$ cat config.mk
export PLATFORM = sky130hd
export DESIGN_NAME = datetime_text_to_epoch_seconds
export DESIGN_NICKNAME = d
export VERILOG_FILES = /design/src/rtl/dtte_pkg.sv /design/src/rtl/dtte_days.sv /design/src/rtl/dtte_scale.sv /design/src/rtl/datetime_text_to_epoch_seconds.sv
export SDC_FILE = /design/constraint.sdc
export NUM_CORES = 1
export LEC_CHECK = 0
export BUFFER_PORTS_ARGS = -buffer_cell sky130_fd_sc_hd__buf_2
export CAP_MARGIN = 20
export CELL_PAD_IN_SITES_DETAIL_PLACEMENT = 1
export CELL_PAD_IN_SITES_GLOBAL_PLACEMENT = 1
export CORE_ASPECT_RATIO = 0.8
export CORE_UTILIZATION = 38
export DETAILED_ROUTE_END_ITERATION = 7
export PLACE_DENSITY = 0.73
export RECOVER_POWER = 100
export SLEW_MARGIN = 20
export SYNTH_ARGS = -nofsm -noshare
export SYNTH_HDL_FRONTEND = slang
export SYNTH_SLANG_ARGS = --single-unit
$ cat constraint.sdc
create_clock -name clock -period 13.21 [get_ports clock]
set_clock_uncertainty 0.1 [all_clocks]
set_input_delay 2.642 -clock clock [delete_from_list [all_inputs] [get_ports clock]]
set_output_delay 2.642 -clock clock [all_outputs]
set_load 0.01 [all_outputs]
$ cat src/rtl/dtte_pkg.sv
// Shared types, constants and helper functions for the date-time text converter.
`default_nettype none

package dtte_pkg;

   localparam int OffsetWidth = 17;
   localparam int DaysWidth   = 16;
   localparam int SodWidth    = 17;
   localparam int EpochWidth  = 33;

   localparam logic signed [19:0] YearMin    = 20'sd1970;
   localparam logic signed [19:0] YearMax    = 20'sd2100;
   localparam logic [7:0]         LengthMin  = 8'd19;
   localparam logic signed [OffsetWidth-1:0] OffsetReset = 17'sd18000;

   localparam logic signed [20:0] DaysPerEra    = 21'sd146097;
   localparam logic signed [20:0] EpochDayShift = 21'sd719468;
   localparam logic [16:0]        SecondsPerDay = 17'd86400;

   typedef logic signed [8:0]  digit_type;
   typedef logic signed [12:0] pair_type;
   typedef logic signed [19:0] year_type;

   typedef struct packed {
      logic                 ok;
      logic [DaysWidth-1:0] days;
      logic [SodWidth-1:0]  sod;
   } date_type;

   function automatic digit_type digit_value(input logic [7:0] ch);
      return $signed({1'b0, ch}) - 9'sd48;
   endfunction

   function automatic pair_type pair_value(input logic [15:0] text);
      return 13'(digit_value(text[15:8])) * 13'sd10 + 13'(digit_value(text[7:0]));
   endfunction

   function automatic year_type year_value(input logic [31:0] text);
      return 20'(digit_value(text[31:24])) * 20'sd1000 +
             20'(digit_value(text[23:16])) * 20'sd100 +
             20'(digit_value(text[15:8])) * 20'sd10 +
             20'(digit_value(text[7:0]));
   endfunction

   // Days from March 1 to the first day of the month, for the March-based month index.
   function automatic logic [8:0] days_before_month(input logic [3:0] m);
      logic [8:0] d;
      case (m)
         4'd0:    d = 9'd0;
         4'd1:    d = 9'd31;
         4'd2:    d = 9'd61;
         4'd3:    d = 9'd92;
         4'd4:    d = 9'd122;
         4'd5:    d = 9'd153;
         4'd6:    d = 9'd184;
         4'd7:    d = 9'd214;
         4'd8:    d = 9'd245;
         4'd9:    d = 9'd275;
         4'd10:   d = 9'd306;
         4'd11:   d = 9'd337;
         default: d = 9'd0;
      endcase
      return d;
   endfunction

endpackage

`default_nettype wire

$ cat src/rtl/dtte_days.sv
// Digit decode, range checks, civil-date to day-number conversion and seconds of the day.
`default_nettype none

module dtte_days
   import dtte_pkg::*;
(
   input  wire logic [7:0]  text_length,
   input  wire logic [31:0] year_text,
   input  wire logic [15:0] month_text,
   input  wire logic [15:0] day_text,
   input  wire logic [15:0] hour_text,
   input  wire logic [15:0] minute_text,
   input  wire logic [15:0] second_text,
   output date_type         date
);

   year_type          year;
   pair_type          month;
   pair_type          day;
   pair_type          hour;
   pair_type          minute;
   pair_type          second;
   logic              early;
   year_type          y_full;
   logic [11:0]       y;
   logic              era5;
   logic [8:0]        yoe;
   logic [1:0]        yoe_cent;
   logic [3:0]        m;
   logic [8:0]        doy;
   logic [17:0]       doe;
   logic signed [20:0] days_full;

   always_comb begin
      year   = year_value(year_text);
      month  = pair_value(month_text);
      day    = pair_value(day_text);
      hour   = pair_value(hour_text);
      minute = pair_value(minute_text);
      second = pair_value(second_text);

      date.ok = (text_length >= LengthMin) &&
                (year >= YearMin) && (year <= YearMax) &&
                (month >= 13'sd1) && (month <= 13'sd12) &&
                (day >= 13'sd1) && (day <= 13'sd31) &&
                (hour >= 13'sd0) && (hour <= 13'sd23) &&
                (minute >= 13'sd0) && (minute <= 13'sd59) &&
                (second >= 13'sd0) && (second <= 13'sd59);

      early  = (month <= 13'sd2);
      y_full = year - 20'(early);
      y      = y_full[11:0];
      m      = early ? 4'(month[3:0] + 4'd9) : 4'(month[3:0] - 4'd3);
      era5   = (y >= 12'd2000);
      yoe    = 9'(y - (era5 ? 12'd2000 : 12'd1600));

      if (yoe >= 9'd300) begin
         yoe_cent = 2'd3;
      end else if (yoe >= 9'd200) begin
         yoe_cent = 2'd2;
      end else if (yoe >= 9'd100) begin
         yoe_cent = 2'd1;
      end else begin
         yoe_cent = 2'd0;
      end

      doy = days_before_month(m) + 9'(day[4:0]) - 9'd1;
      doe = 18'(yoe) * 18'd365 + 18'(yoe[8:2]) - 18'(yoe_cent) + 18'(doy);
      days_full = (era5 ? DaysPerEra * 21'sd5 : DaysPerEra * 21'sd4) +
                  $signed({3'b000, doe}) - EpochDayShift;
      date.days = days_full[DaysWidth-1:0];
      date.sod  = 17'(hour[4:0]) * 17'd3600 + 17'(minute[5:0]) * 17'd60 +
                  17'(second[5:0]);
   end

endmodule

`default_nettype wire

$ cat src/rtl/dtte_scale.sv
// Scales the day number to seconds and adds time of day and the zone offset.
`default_nettype none

module dtte_scale
   import dtte_pkg::*;
(
   input  wire date_type                        date,
   input  wire logic signed [OffsetWidth-1:0]   zone_offset,
   output logic signed [EpochWidth-1:0]         epoch
);

   logic [31:0]        day_secs;
   logic signed [33:0] total;

   always_comb begin
      day_secs = 32'(date.days) * 32'(SecondsPerDay);
      total    = $signed({2'b00, day_secs}) + $signed({17'b0, date.sod}) +
                 34'(zone_offset);
      epoch    = date.ok ? total[EpochWidth-1:0] : '0;
   end

endmodule

`default_nettype wire

$ cat src/rtl/datetime_text_to_epoch_seconds.sv
// Top level of the date-time text to Unix epoch seconds converter.
// Each request carries the ASCII digits of a "YYYY-MM-DD HH:MM:SS" text and its length,
// and yields one response with a valid flag and signed epoch seconds including the zone
// offset (0 when invalid). Requests flow through three register stages: input capture,
// day-number conversion, and the multiply-add into the response register, and one
// request is accepted in every cycle while the response side is not stalled. The zone
// offset register resets to 18000 and must be written only while idle.
`default_nettype none

module datetime_text_to_epoch_seconds
   import dtte_pkg::*;
(
   input  wire logic                          clock,
   input  wire logic                          reset,
   input  wire logic                          csr_write_enable,
   input  wire logic signed [OffsetWidth-1:0] csr_write_data,
   input  wire logic                          req_valid,
   output logic                               req_stall,
   input  wire logic [7:0]                    req_text_length,
   input  wire logic [31:0]                   req_year_text,
   input  wire logic [15:0]                   req_month_text,
   input  wire logic [15:0]                   req_day_text,
   input  wire logic [15:0]                   req_hour_text,
   input  wire logic [15:0]                   req_minute_text,
   input  wire logic [15:0]                   req_second_text,
   output logic                               rsp_valid,
   input  wire logic                          rsp_stall,
   output logic                               rsp_time_valid,
   output logic signed [EpochWidth-1:0]       rsp_epoch_seconds
);

   logic signed [OffsetWidth-1:0] zone_offset_ff;
   logic                          advance;

   logic        in_valid_ff;
   logic [7:0]  length_ff;
   logic [31:0] year_ff;
   logic [15:0] month_ff;
   logic [15:0] day_ff;
   logic [15:0] hour_ff;
   logic [15:0] minute_ff;
   logic [15:0] second_ff;

   date_type    date_in;
   date_type    date_ff;
   logic        date_valid_ff;

   logic signed [EpochWidth-1:0] epoch_in;
   logic                         rsp_valid_ff;
   logic                         rsp_time_valid_ff;
   logic signed [EpochWidth-1:0] rsp_epoch_ff;

   assign advance   = !rsp_valid_ff || !rsp_stall;
   assign req_stall = !advance;

   always_ff @(posedge clock) begin
      if (reset) begin
         zone_offset_ff <= OffsetReset;
      end else if (csr_write_enable) begin
         zone_offset_ff <= csr_write_data;
      end
   end

   dtte_days u_days (
      .text_length (length_ff),
      .year_text   (year_ff),
      .month_text  (month_ff),
      .day_text    (day_ff),
      .hour_text   (hour_ff),
      .minute_text (minute_ff),
      .second_text (second_ff),
      .date        (date_in)
   );

   dtte_scale u_scale (
      .date        (date_ff),
      .zone_offset (zone_offset_ff),
      .epoch       (epoch_in)
   );

   always_ff @(posedge clock) begin
      if (reset) begin
         in_valid_ff   <= 1'b0;
         date_valid_ff <= 1'b0;
         rsp_valid_ff  <= 1'b0;
      end else if (advance) begin
         in_valid_ff   <= req_valid;
         date_valid_ff <= in_valid_ff;
         rsp_valid_ff  <= date_valid_ff;
      end
   end

   always_ff @(posedge clock) begin
      if (advance) begin
         length_ff         <= req_text_length;
         year_ff           <= req_year_text;
         month_ff          <= req_month_text;
         day_ff            <= req_day_text;
         hour_ff           <= req_hour_text;
         minute_ff         <= req_minute_text;
         second_ff         <= req_second_text;
         date_ff           <= date_in;
         rsp_time_valid_ff <= date_ff.ok;
         rsp_epoch_ff      <= epoch_in;
      end
   end

   assign rsp_valid         = rsp_valid_ff;
   assign rsp_time_valid    = rsp_time_valid_ff;
   assign rsp_epoch_seconds = rsp_epoch_ff;

endmodule

`default_nettype wire
Word level (Yosys, flattened, before mapping)
Memories as Yosys holds them, arrays and structs flattened.
Index checks and enable logic that the tools add are counted.

storage, ports and cells
  register bits = 208
  bits in read-only memories = 144
  input bits = 142
  output and inout port bits = 36
  memories = 1

operators by class
  muxes and demuxes = 6
  magnitude comparators = 18
  reduce and logical (&&, ||, !) cells = 16
  add/subtract/negate cells = 37
  $mul = 12

memory list
  name              depth  width  read ports  clocked after memory_dff  wr ports  RTL line        RTL
  (name not given)  16     9      1           0                         0         dtte_pkg.sv:48  case (m)

operator list
  kind                                                    count
  subtractor 8 x 6 -> 9 bit (second input constant)       14
  adder 13 x 9 -> 13 bit                                  5
  multiplier 9 x 4 -> 12 bit (second input constant)      5
  adder 20 bit                                            2
  >= comparator 13 x 1 -> 1 bit (second input constant)   3
  adder 17 bit                                            2
  adder 32 x 17 -> 33 bit                                 1
  adder 33 x 17 -> 33 bit                                 1
  >= comparator 13 x 2 -> 1 bit (second input constant)   2
  <= comparator 13 x 6 -> 1 bit (second input constant)   2
  <= comparator 13 x 7 -> 1 bit (second input constant)   2
  multiplier 16 x 10 -> 25 bit (second input constant)    1
  adder 20 x 9 -> 20 bit                                  1
  >= comparator 20 x 12 -> 1 bit (second input constant)  1
  <= comparator 20 x 13 -> 1 bit (second input constant)  1
  multiplier 17 x 4 -> 15 bit (second input constant)     1
  multiplier 17 x 8 -> 13 bit (second input constant)     1
  multiplier 9 x 8 -> 17 bit (second input constant)      1
  adder 16 bit                                            1
  adder 16 x 7 -> 16 bit                                  1
  adder 16 x 9 -> 16 bit                                  1
  multiplier 9 x 9 -> 16 bit (second input constant)      1
  two-way mux 16 bit                                      1
  subtractor 16 x 12 -> 16 bit (second input constant)    1
  other kinds (23)                                        37

Depth between registers and ports, before layout
Gate-level depths: netlist (run 1).

  depth after elaboration = 18
  mapped depth = 59
  mapped depth without buffers = 59

By module
A second synthesis (run 1) with hierarchy kept.

unflattened totals
  cells, all modules = 2,769
  area total of the unflattened synthesis = 27,314.9 µm²

modules (own cells, without submodules)
  module                          seq. area each (µm²)  area an instance (µm²)  cells an instance  instances
  dtte_days                       0.0                   15,463.6                1,813              1
  datetime_text_to_epoch_seconds  6,045.8               6,398.6                 256                1
  dtte_scale                      0.0                   5,452.7                 700                1

Least setup slack after synthesis (run 1)
Ideal clock, no wire load.

  kind = reg-to-reg
  from = register year_ff[20]
  to = register date_ff[32] in the netlist's numbering, data pin
  data required time = 12,852 ps
  path slack = 1,799 ps
  stages on the path, launching flop included = 49
  data arrival time = 11,054 ps
  cells stage by stage = edfxtp_1 -> inv_1 -> ha_1 -> fa_1 -> inv_1 -> ha_1 -> ha_1 -> inv_1 -> fa_1 -> fa_1 -> inv_1 -> fa_1 -> ha_1 -> and3_1 -> a22o_2 -> o41ai_4 -> xnor2_1 -> or4b_1 -> [13 not listed] -> inv_1 -> ha_1 -> inv_1 -> fa_1 -> fa_1 -> ha_1 -> ha_1 -> a21o_1 -> a21oi_1 -> o21bai_1 -> a21oi_1 -> o21bai_1 -> a21oi_1 -> nor2b_1 -> o21a_1 -> or4_1 -> a41o_1 -> xnor2_1

RTL lines
  what                    RTL line                               RTL
  start, declared         datetime_text_to_epoch_seconds.sv:37   logic [31:0] year_ff;
  start signal, assigned  datetime_text_to_epoch_seconds.sv:96   year_ff <= req_year_text;
  end signal, assigned    datetime_text_to_epoch_seconds.sv:102  date_ff <= date_in;
  end, declared           datetime_text_to_epoch_seconds.sv:45   date_type date_ff;

==> flow_metrics.py, run 1 <==
metrics = {
    "status": {
        "outcome": "finished, violations left",
        "violations": "capacitance limit, slew limit",
    },
    "yosys": {
        "yosysSeqAreaShare_pct": 22.9,
        "ys_dominant_reg_cell": "edfxtp_1",
        "synthMostInstantiatedCell": "ha_1",
        "yosysWarnings": 0,
        "ys_types": 74,
        "synth_edf_count": 188,
        "yosysTopAreaCell": "ha_1",
        "fraction_of_registers_with_async_set_or_reset_after_synthesis_pct": 0,
        "yosys.area.top_type_share_pct": 25.5,
        "yosys-top-cells-count": "537 x ha_1, 519 x inv_1, 202 x fa_1, 188 x edfxtp_1",
        "postSynthCellCount": 2655,
        "postSynthRegisterBits": 208,
        "mappedNetlistNets": 3536,
        "netlist_top_cells_area": "ha_1 25%, edfxtp_1 21%, fa_1 15%, inv_1 7.4%, xnor2_1 5.9%",
        "synthesis.area_per_instance_sq_um": 9.94,
        "netlist_area_sq_um": 26400,
    },
    "sta": {
        "clock.fmax_mhz": 80.9,
        "final_period_minus_worst_setup_slack_ps": 12370,
        "final-hold-violation-count": 0,
        "slew_at_the_pin_with_the_worst_max_slew_slack_ps": 7540,
        "layout_worst_path_cycle_share_pct": 93.6,
        "timing_max_transition_violations_final": 194,
        "setup_viol": 0,
        "max-slew-margin-rel_pct": -403,
    },
    "placement": {
        "dpl.hpwl_mm": 54.7,
        "globalplace.congestion": 0.867,
        "port_buffers": 177,
    },
    "job": {
        "max_cap_violations": 2,
    },
    "critical_path": {
        "cp_data_required_time_ps": 13450,
        "critical_path.startpoint_type": "flip-flop",
        "timing.critical_path.max_delay_family": "adder cells",
        "r2r-start": "month_ff[12]",
        "crit_arrival_ps": 12610,
        "path_class": "flip-flop to flip-flop",
        "cpMaxStageDelayCell": "fa_1",
        "path_buf_inv": 5,
        "critical_path.most_common_cell": "ha_1",
        "max_stage_delay_ps": 520,
        "critPathLaunch": "month_ff[12]",
        "crit_path_max_fanout": 7,
        "crit_path_end_kind": "flip-flop",
    },
    "cells_and_area": {
        "fillerInstances": 7833,
        "utilization_pct": 42.6,
        "area.growth.synth_to_final_pct": 11.0,
        "layout.nets": 3742,
        "post_route_cells_drive_above_1_share_pct": 7.19,
    },
    "global_routing": {
        "largest_net_degree_at_the_start_of_global_routing": 192,
        "grt_pass1_wl_mm": 106,
        "number_of_global_route_vias_before_repair": 21000,
        "overall_routing_resource_usage_pct": 18.6,
        "grt-ovfl-total": 0,
        "number_of_antenna_violations_at_the_first_check_in_global_routing": 0,
    },
    "clocking": {
        "clkSlewWorstSetupHoldPaths_ps": 60,
        "clock-root-buffer": "clkbuf_16",
        "cts_hold_repair.buffers": 0,
        "cts.path.max_buffers": 3,
        "cts_inserted_buffers": 25,
        "clock_tree.htree_level_count": 1,
        "cts_num_sinks": 208,
        "worst_skew_pair.late_latency_ps": 590,
        "clock_tree_from_tritoncts": "done",
    },
    "drt": {
        "number_of_drc_violations_after_detailed_routing": 0,
        "drt-total-wl_mm": 64.8,
        "antenna_violating_nets_post_route": 0,
        "vias_per_cell": 5.05,
        "via_count": 19200,
        "dr.first_iter.drc_count": 478,
        "tritonroute_pass_1_iters": 5,
        "post_drt_wl_per_cell_um": 17.0,
    },
    "die": {
        "core_sq_um": 68800,
        "die_w_um": 297,
        "floorplan.die_area_sq_um": 70500,
        "top_level_ports": 178,
        "initial_core_utilization_pct": 38.4,
        "std_cell_rows": 86,
        "die_h_um": 238,
    },
    "hold_path": {
        "hold_path.class": "flip-flop to flip-flop",
        "hold_start": "second_ff[0]",
    },
}
## repair_timing
item,in CTS,in global routing
resized for setup,0,11
setup buffers,0,5
endpoints found under the setup margin,0,8
## registers in the layout, summed over array words and instances, names as in the netlist
name / flops
minute_ff: 16
year_ff: 32
rsp_valid: 1
month_ff: 16
zone_offset_ff: 17
rsp_time_valid: 1
in_valid_ff: 1
length_ff: 8
date_valid_ff: 1
date_ff: 34
rsp_epoch_seconds: 33
second_ff: 16
hour_ff: 16
day_ff: 16
## cell families (layout without fill, tap and decap cells)
family | after synthesis | in the layout | share of synthesized area [%]
AOI/OAI and AO/OA | 491 | 491 | 11.9
xor gates and xnor gates | 252 | 252 | 8.44
adders and majority gates | 739 | 739 | 40.8
buffers and inverters | 532 | 757 | 7.57
DFF | 208 | 208 | 22.9
muxes | 24 | 24 | 0.920
other | 0 | 1 | 0
and+or+nand+nor | 409 | 409 | 7.49
## worst register-to-register path: cells and delay by family, from the launching register on
| family | cells | cell delay [ps] |
|---|---|---|
| AND/OR/NAND/NOR | 12 | 2240 |
| multiplexers | 1 | 160 |
| buffers and inverters | 5 | 520 |
| adder cells (fa/ha/maj) | 14 | 4280 |
| flip-flops | 1 | 410 |
| AO/OA/AOI/OAI | 19 | 3700 |
| XOR/XNOR | 4 | 720 |
## layout by cell type, fill, tap and decap left out, types with 42 or more instances in the layout
cell and instances:
a21o_1 61, a21oi_1 178, buf_2 121, clkbuf_1 61, edfxtp_1 188, fa_1 202
ha_1 536, inv_1 518, nand2_1 92, nor2_1 125, nor3_1 44, o21ai_0 85
o21bai_1 42, xnor2_1 174, xor2_1 73
## worst paths after layout
kind / to / slack, ps / cells past startpoint
hold reg to reg: date_ff[0] / 350 / 0
setup / recovery: date_ff[32] / 840 / 55
setup reg to reg: date_ff[32] / 840 / 55
hold / removal: date_ff[0] / 350 / 0
## per-layer routing
layer	GRT usage, %	part of all wire [%]	vias to the layer above
met5	0	0	-
met4	3.81	1.9	0
met2	31.5	48	206
li1	-	-	9435
met3	2.21	2.8	53
met1	25.4	47	9521
## stage by stage
step	instance area (sq um)	setup WS, ps	cells	hold slack (ps)	TNS [ps]
2_1_floorplan	26400	1800	2655	300	0
3_3_place_gp	28500	716	3752	334	0
3_5_place_dp	28500	84.3	3752	346	0
4_1_cts	29300	54.0	3798	355	0
5_1_grt	29300	-22.3	3804	363	-29.6
6_report	29300	844	3805	348	0
## final cells by class
class	count	area, sq um	share of cell area (%)
Timing Repair Buffer	191	910	3.11
Inverter	520	1960	6.68
Clock buffer	27	633	2.16
Clock inverter	19	183	0.624
Tap cell	924	1160	3.95
Multi-Input combinational cell	1915	18400	62.8
Antenna cell	1	2.50	0.00854
Sequential cell	208	6050	20.6
Power of run 1 is not shown: default switching activity piles up to over one toggle a cycle in this logic, so the estimate is an artifact.
==> inputs of run 2 (changes only) <==
Settings changed: ABC_CLOCK_PERIOD_IN_PS from default to 13210, MAX_ROUTING_LAYER from default to met4, PLACE_DENSITY 0.73 to 0.7.
==> flow_metrics.py, run 2 (synthesis gave the netlist of run 1 again) <==
metrics = {
    "hold_path": {
        "timing.hold.worst_path_depth": 0,
        "hold_start": "second_ff[0]",
        "timing.hold.worst_endpoint": "date_ff[0]",
        "hold_path.class": "flip-flop to flip-flop",
    },
    "critical_path": {
        "critical_path.most_common_cell": "ha_1",
        "cpMaxStageDelayCell": "fa_1",
        "path_class": "flip-flop to flip-flop",
        "critical_path.startpoint_type": "flip-flop",
        "crit_path_max_fanout": 7,
        "r2r_setup_slack_ps": 850,
        "max_stage_delay_ps": 500,
        "crit_path_end_kind": "flip-flop",
        "crit-reg2reg-capture": "date_ff[32]",
        "rr_worst_depth": 54,
        "crit_arrival_ps": 12570,
        "cp_data_required_time_ps": 13420,
        "r2r-start": "month_ff[12]",
    },
    "drt": {
        "vias_per_cell": 5.00,
        "drt-total-wl_mm": 64.0,
        "tritonroute_pass_1_iters": 5,
        "dr.first_iter.drc_count": 482,
        "via_count": 19100,
        "antenna_violating_nets_post_route": 0,
        "post_drt_wl_per_cell_um": 16.8,
        "number_of_drc_violations_after_detailed_routing": 0,
    },
    "placement": {
        "dpl.hpwl_mm": 54.2,
        "globalplace.congestion": 0.840,
        "dp_cells": 3753,
        "port_buffers": 177,
    },
    "clocking": {
        "cts.path.max_buffers": 3,
        "clock_tree.htree_level_count": 1,
        "worst_skew_pair.late_latency_ps": 590,
        "clock_tree_from_tritoncts": "done",
        "cts_hold_repair.buffers": 0,
        "cts_num_sinks": 208,
        "cts_inserted_buffers": 27,
        "clock-root-buffer": "clkbuf_16",
        "clkSlewWorstSetupHoldPaths_ps": 60,
    },
    "cells_and_area": {
        "post_route_cells_drive_above_1_share_pct": 7.39,
        "fillerInstances": 7856,
        "area.growth.synth_to_final_pct": 11.3,
        "largest_register_ffs": 34,
        "most-common-layout-cells": "536 x ha_1, 518 x inv_1, 202 x fa_1, 188 x edfxtp_1, 178 x a21oi_1",
        "register_containing_the_most_flip_flops_in_the_final_layout": "date_ff",
        "finished_layout_cells": 3810,
        "most_frequent_standard_cell_in_the_layout_excluding_fill_and_tap_cells": "ha_1",
        "register_area_sq_um": 6050,
        "layout.nets": 3745,
        "multi_input_comb_area_sq_um": 18400,
    },
    "sta": {
        "timing_max_transition_violations_final": 194,
        "layout_worst_path_cycle_share_pct": 93.5,
        "clock.fmax_mhz": 80.9,
        "final-hold-violation-count": 0,
        "max-slew-margin-rel_pct": -484,
        "setup_viol": 0,
        "final_period_minus_worst_setup_slack_ps": 12360,
        "slew_at_the_pin_with_the_worst_max_slew_slack_ps": 8760,
    },
    "die": {
        "core_sq_um": 68800,
        "floorplan.die_area_sq_um": 70500,
        "die_h_um": 238,
        "initial_core_utilization_pct": 38.4,
        "top_level_ports": 178,
        "std_cell_rows": 86,
        "die_w_um": 297,
    },
    "status": {
        "outcome": "finished, violations left",
        "violations": "capacitance limit, slew limit",
    },
    "job": {
        "max_cap_violations": 2,
    },
    "global_routing": {
        "overall_routing_resource_usage_pct": 19.0,
        "largest_net_degree_at_the_start_of_global_routing": 155,
        "number_of_global_route_vias_before_repair": 20500,
        "grt_pass1_wl_mm": 104,
        "grt-ovfl-total": 0,
        "number_of_antenna_violations_at_the_first_check_in_global_routing": 3,
    },
}
## run 2: how the worst max path moves through the flow
stage             endpoint  cells past startpoint  slack (ps)          from
2_1_floorplan  date_ff[32]                     48        1800   year_ff[20]
3_3_place_gp   date_ff[32]                     54         570  month_ff[12]
3_5_place_dp   date_ff[32]                     54          -5  month_ff[12]
4_1_cts        date_ff[32]                     54         170  month_ff[12]
5_1_grt        date_ff[32]                     58         -10  month_ff[12]
6_report       date_ff[32]                     54         850  month_ff[12]
## run 2: stage by stage
stage	util, %	hold slack, ps	instance area (sq um)	worst slack, ps	TNS [ps]
final	42.7	322	29400	852	0
after global routing	42.7	353	29400	-14.9	-14.9
after CTS	42.7	322	29400	169	0
after detailed placement	41.4	308	28500	-5.15	-5.15
after global placement	41.4	305	28500	570	0
after floorplan	-	300	26400	1800	0
## run 2: final cells by class
| class | instances | share of cell area (%) |
|---|---|---|
| antenna | 2 | 0.0170 |
| clock inverter | 18 | 0.588 |
| timing repair buffer | 192 | 3.14 |
| multi-input combinational | 1915 | 62.6 |
| tap | 924 | 3.94 |
| clock buffer | 31 | 2.42 |
| sequential | 208 | 20.6 |
| inverter | 520 | 6.66 |
## run 2: critical path: cells and delay by family, from the launching register on
kind / cells / cell delay, ps
AND/OR/NAND/NOR: 12 / 2230
buffers and inverters: 5 / 530
XOR/XNOR: 4 / 680
adder cells (fa/ha/maj): 13 / 4000
AO/OA/AOI/OAI: 19 / 3950
multiplexers: 1 / 160
flip-flops: 1 / 410
## run 2: metal layers
metal,share of wire [%],vias up,global-route usage [%]
met3,2.5,46,2.13
li1,-,9457,-
met2,47,172,30.6
met1,49,9391,25.8
met4,1.6,0,3.23
met5,0,-,-
## run 2: timing repair
action / 4_1_cts / 5_1_grt
setup buffers: 0 / 6
pin swaps: 0 / 2
endpoints found under the hold margin: 0 / 0
setup endpoints to repair: 1 / 5
resized for setup: 1 / 8
Power of run 2 is left out for the same reason.
==> inputs of run 3 (changes only) <==
Settings changed: ABC_AREA from default to 1, PLACE_DENSITY 0.7 to 0.71.
==> flow_metrics.py, run 3 <==
metrics = {
    "yosys": {
        "yosysWarnings": 0,
        "synthesis.area_per_instance_sq_um": 9.03,
        "netlist_top_cells_area": "ha_1 25%, edfxtp_1 21%, fa_1 15%, inv_1 9.6%, nand2_1 5.1%",
        "post_synth_xor_xnor_area_pct": 7.62,
        "ys_dominant_reg_cell": "edfxtp_1",
        "synth-compound-area-share_pct": 9.47,
        "fraction_of_registers_with_async_set_or_reset_after_synthesis_pct": 0,
        "synth_fa_ha_area_share_pct": 40.4,
        "postSynthRegisterBits": 208,
        "synth.area.mux_share_pct": 0,
        "synthMostInstantiatedCell": "inv_1",
        "netlist_area_sq_um": 26600,
        "mappedNetlistNets": 3831,
        "yosys-top-cells-count": "679 x inv_1, 537 x ha_1, 365 x nand2_1, 244 x a21oi_1, 202 x fa_1",
        "yosys.area.top_type_share_pct": 25.2,
        "yosysSeqAreaShare_pct": 22.7,
        "combinational_family_with_the_most_area_after_synthesis": "adder cells",
        "synth_edf_count": 188,
        "ys_types": 52,
        "post_synth_and_or_nand_nor_area_fraction_pct": 10.0,
        "yosysTopAreaCell": "ha_1",
        "postSynthCellCount": 2950,
    },
    "critical_path": {
        "cp_data_required_time_ps": 13400,
        "max_stage_delay_ps": 520,
        "timing.critical_path.max_delay_family": "adder cells",
        "crit_arrival_ps": 12140,
        "crit_path_end_kind": "flip-flop",
        "critical_path.most_common_cell": "inv_1",
        "cpMaxStageDelayCell": "fa_1",
        "path_buf_inv": 10,
        "crit_path_max_fanout": 8,
        "path_class": "flip-flop to flip-flop",
        "critical_path.startpoint_type": "flip-flop",
    },
    "sta": {
        "final_period_minus_worst_setup_slack_ps": 11950,
        "max-slew-margin-rel_pct": -127,
        "timing_max_transition_violations_final": 196,
        "layout_worst_path_cycle_share_pct": 90.5,
        "clock.fmax_mhz": 83.7,
        "grt_setup_unrepaired": "no",
        "setup_viol": 0,
        "finalHoldWorstSlack_ps": 319,
        "slew_at_the_pin_with_the_worst_max_slew_slack_ps": 3400,
        "final-hold-violation-count": 0,
        "total_negative_setup_slacks_ps": 0,
    },
    "die": {
        "floorplan.die_area_sq_um": 71200,
        "top_level_ports": 178,
        "die_h_um": 239,
        "initial_core_utilization_pct": 38.6,
        "std_cell_rows": 86,
        "die_w_um": 298,
        "core_sq_um": 69100,
    },
    "drt": {
        "number_of_drc_violations_after_detailed_routing": 0,
        "dr.first_iter.drc_count": 632,
        "route.met2.wl_mm": 28.0,
        "antenna_violating_nets_post_route": 0,
        "drt-total-wl_mm": 61.3,
        "wirelength_met1_mm": 30.5,
        "top_signal_layer_used": "met4",
        "wl_met3_mm": 1.74,
        "tritonroute_pass_1_iters": 4,
        "vias_per_cell": 4.74,
        "via_count": 19400,
        "post_drt_wl_per_cell_um": 15.0,
    },
    "clocking": {
        "post_cts.resized_instances": 0,
        "clock-root-buffer": "clkbuf_16",
        "clock_tree_from_tritoncts": "done",
        "cts.repair_timing.setup_buffer_count": 0,
        "cts_inserted_buffers": 25,
        "cts_num_sinks": 208,
        "clock_tree.htree_level_count": 1,
        "cts_hold_repair.buffers": 0,
        "clkSlewWorstSetupHoldPaths_ps": 60,
        "cts.path.max_buffers": 3,
        "worst_skew_pair.late_latency_ps": 570,
    },
    "global_routing": {
        "overall_routing_resource_usage_pct": 18.3,
        "grt_pass1_wl_mm": 103,
        "number_of_antenna_violations_at_the_first_check_in_global_routing": 2,
        "number_of_global_route_vias_before_repair": 20800,
        "grt-ovfl-total": 0,
        "largest_net_degree_at_the_start_of_global_routing": 74,
    },
    "placement": {
        "dpl.hpwl_mm": 53.5,
        "globalplace.congestion": 0.892,
        "dp_cells": 4048,
        "port_buffers": 177,
    },
    "cells_and_area": {
        "register_containing_the_most_flip_flops_in_the_final_layout": "date_ff",
        "most_frequent_standard_cell_in_the_layout_excluding_fill_and_tap_cells": "inv_1",
        "finished_layout_cells": 4093,
        "largest_register_ffs": 34,
        "most-common-layout-cells": "681 x inv_1, 537 x ha_1, 365 x nand2_1, 244 x a21oi_1, 202 x fa_1",
        "area.growth.synth_to_final_pct": 10.5,
        "fillerInstances": 8172,
        "layout.nets": 4032,
        "post_route_cells_drive_above_1_share_pct": 6.41,
    },
    "status": {
        "violations": "capacitance limit, slew limit",
        "outcome": "finished, violations left",
    },
    "hold_path": {
        "hold_path.class": "flip-flop to flip-flop",
    },
    "job": {
        "max_cap_violations": 3,
    },
}
## run 3: cell count changes after synthesis, sizes merged, moves of 24 or more
cell	change
a21o	-57
a21oi	+68
inv	+164
nand2	+277
nand3	+57
o21ai	+24
xnor2	-87
xor2	+64
## run 3: worst paths after layout
path / startpoint / end / slack [ps] / cells after the start
max: month_ff[12] / date_ff[30] / 1260 / 57
min: second_ff[0] / date_ff[0] / 320 / 0
max reg2reg: month_ff[12] / date_ff[30] / 1260 / 57
min reg2reg: second_ff[0] / date_ff[0] / 320 / 0
## run 3: metal layers
| metal | track usage, % | vias up |
|---|---|---|
| met3 | 2.19 | 57 |
| li1 | - | 9992 |
| met2 | 30.5 | 206 |
| met5 | - | - |
| met4 | 3.03 | 0 |
| met1 | 24.2 | 9126 |
## run 3: cells by family after synthesis
logic type      Yosys count
fa+ha+maj               739
buf+inv                 692
simple gates            630
compound gates          452
xor+xnor                229
flops                   208
## run 3: layout make-up
cell class                      count  area, sq um  area share (%)
Tap cell                          924         1160            3.93
Clock buffer                       33          676            2.30
Timing Repair Buffer              181          853            2.90
Sequential cell                   208         6050            20.5
Clock inverter                     11          143           0.485
Inverter                          685         2570            8.75
Antenna cell                        1         2.50         0.00850
Multi-Input combinational cell   2050        18000            61.1
## run 3: worst reg2reg max path: cells and delay by family, from the launching register on
kind	cells	cell delay, ps
buffers and inverters	10	800
AND/OR/NAND/NOR	13	1720
AO/OA/AOI/OAI	15	2560
flip-flops	1	410
adder cells (fa/ha/maj)	15	5440
XOR/XNOR	4	660
## run 3: through the flow
stage          cell area (sq um)  setup WS (ps)  util, %
2_1_floorplan              26600           2650        -
6_report                   29400           1260     42.6
4_1_cts                    29500           1300     42.7
5_1_grt                    29400            198     42.6
3_3_place_gp               28700           1770     41.5
3_5_place_dp               28700           1380     41.5
Power of run 3 is left out for the same reason.
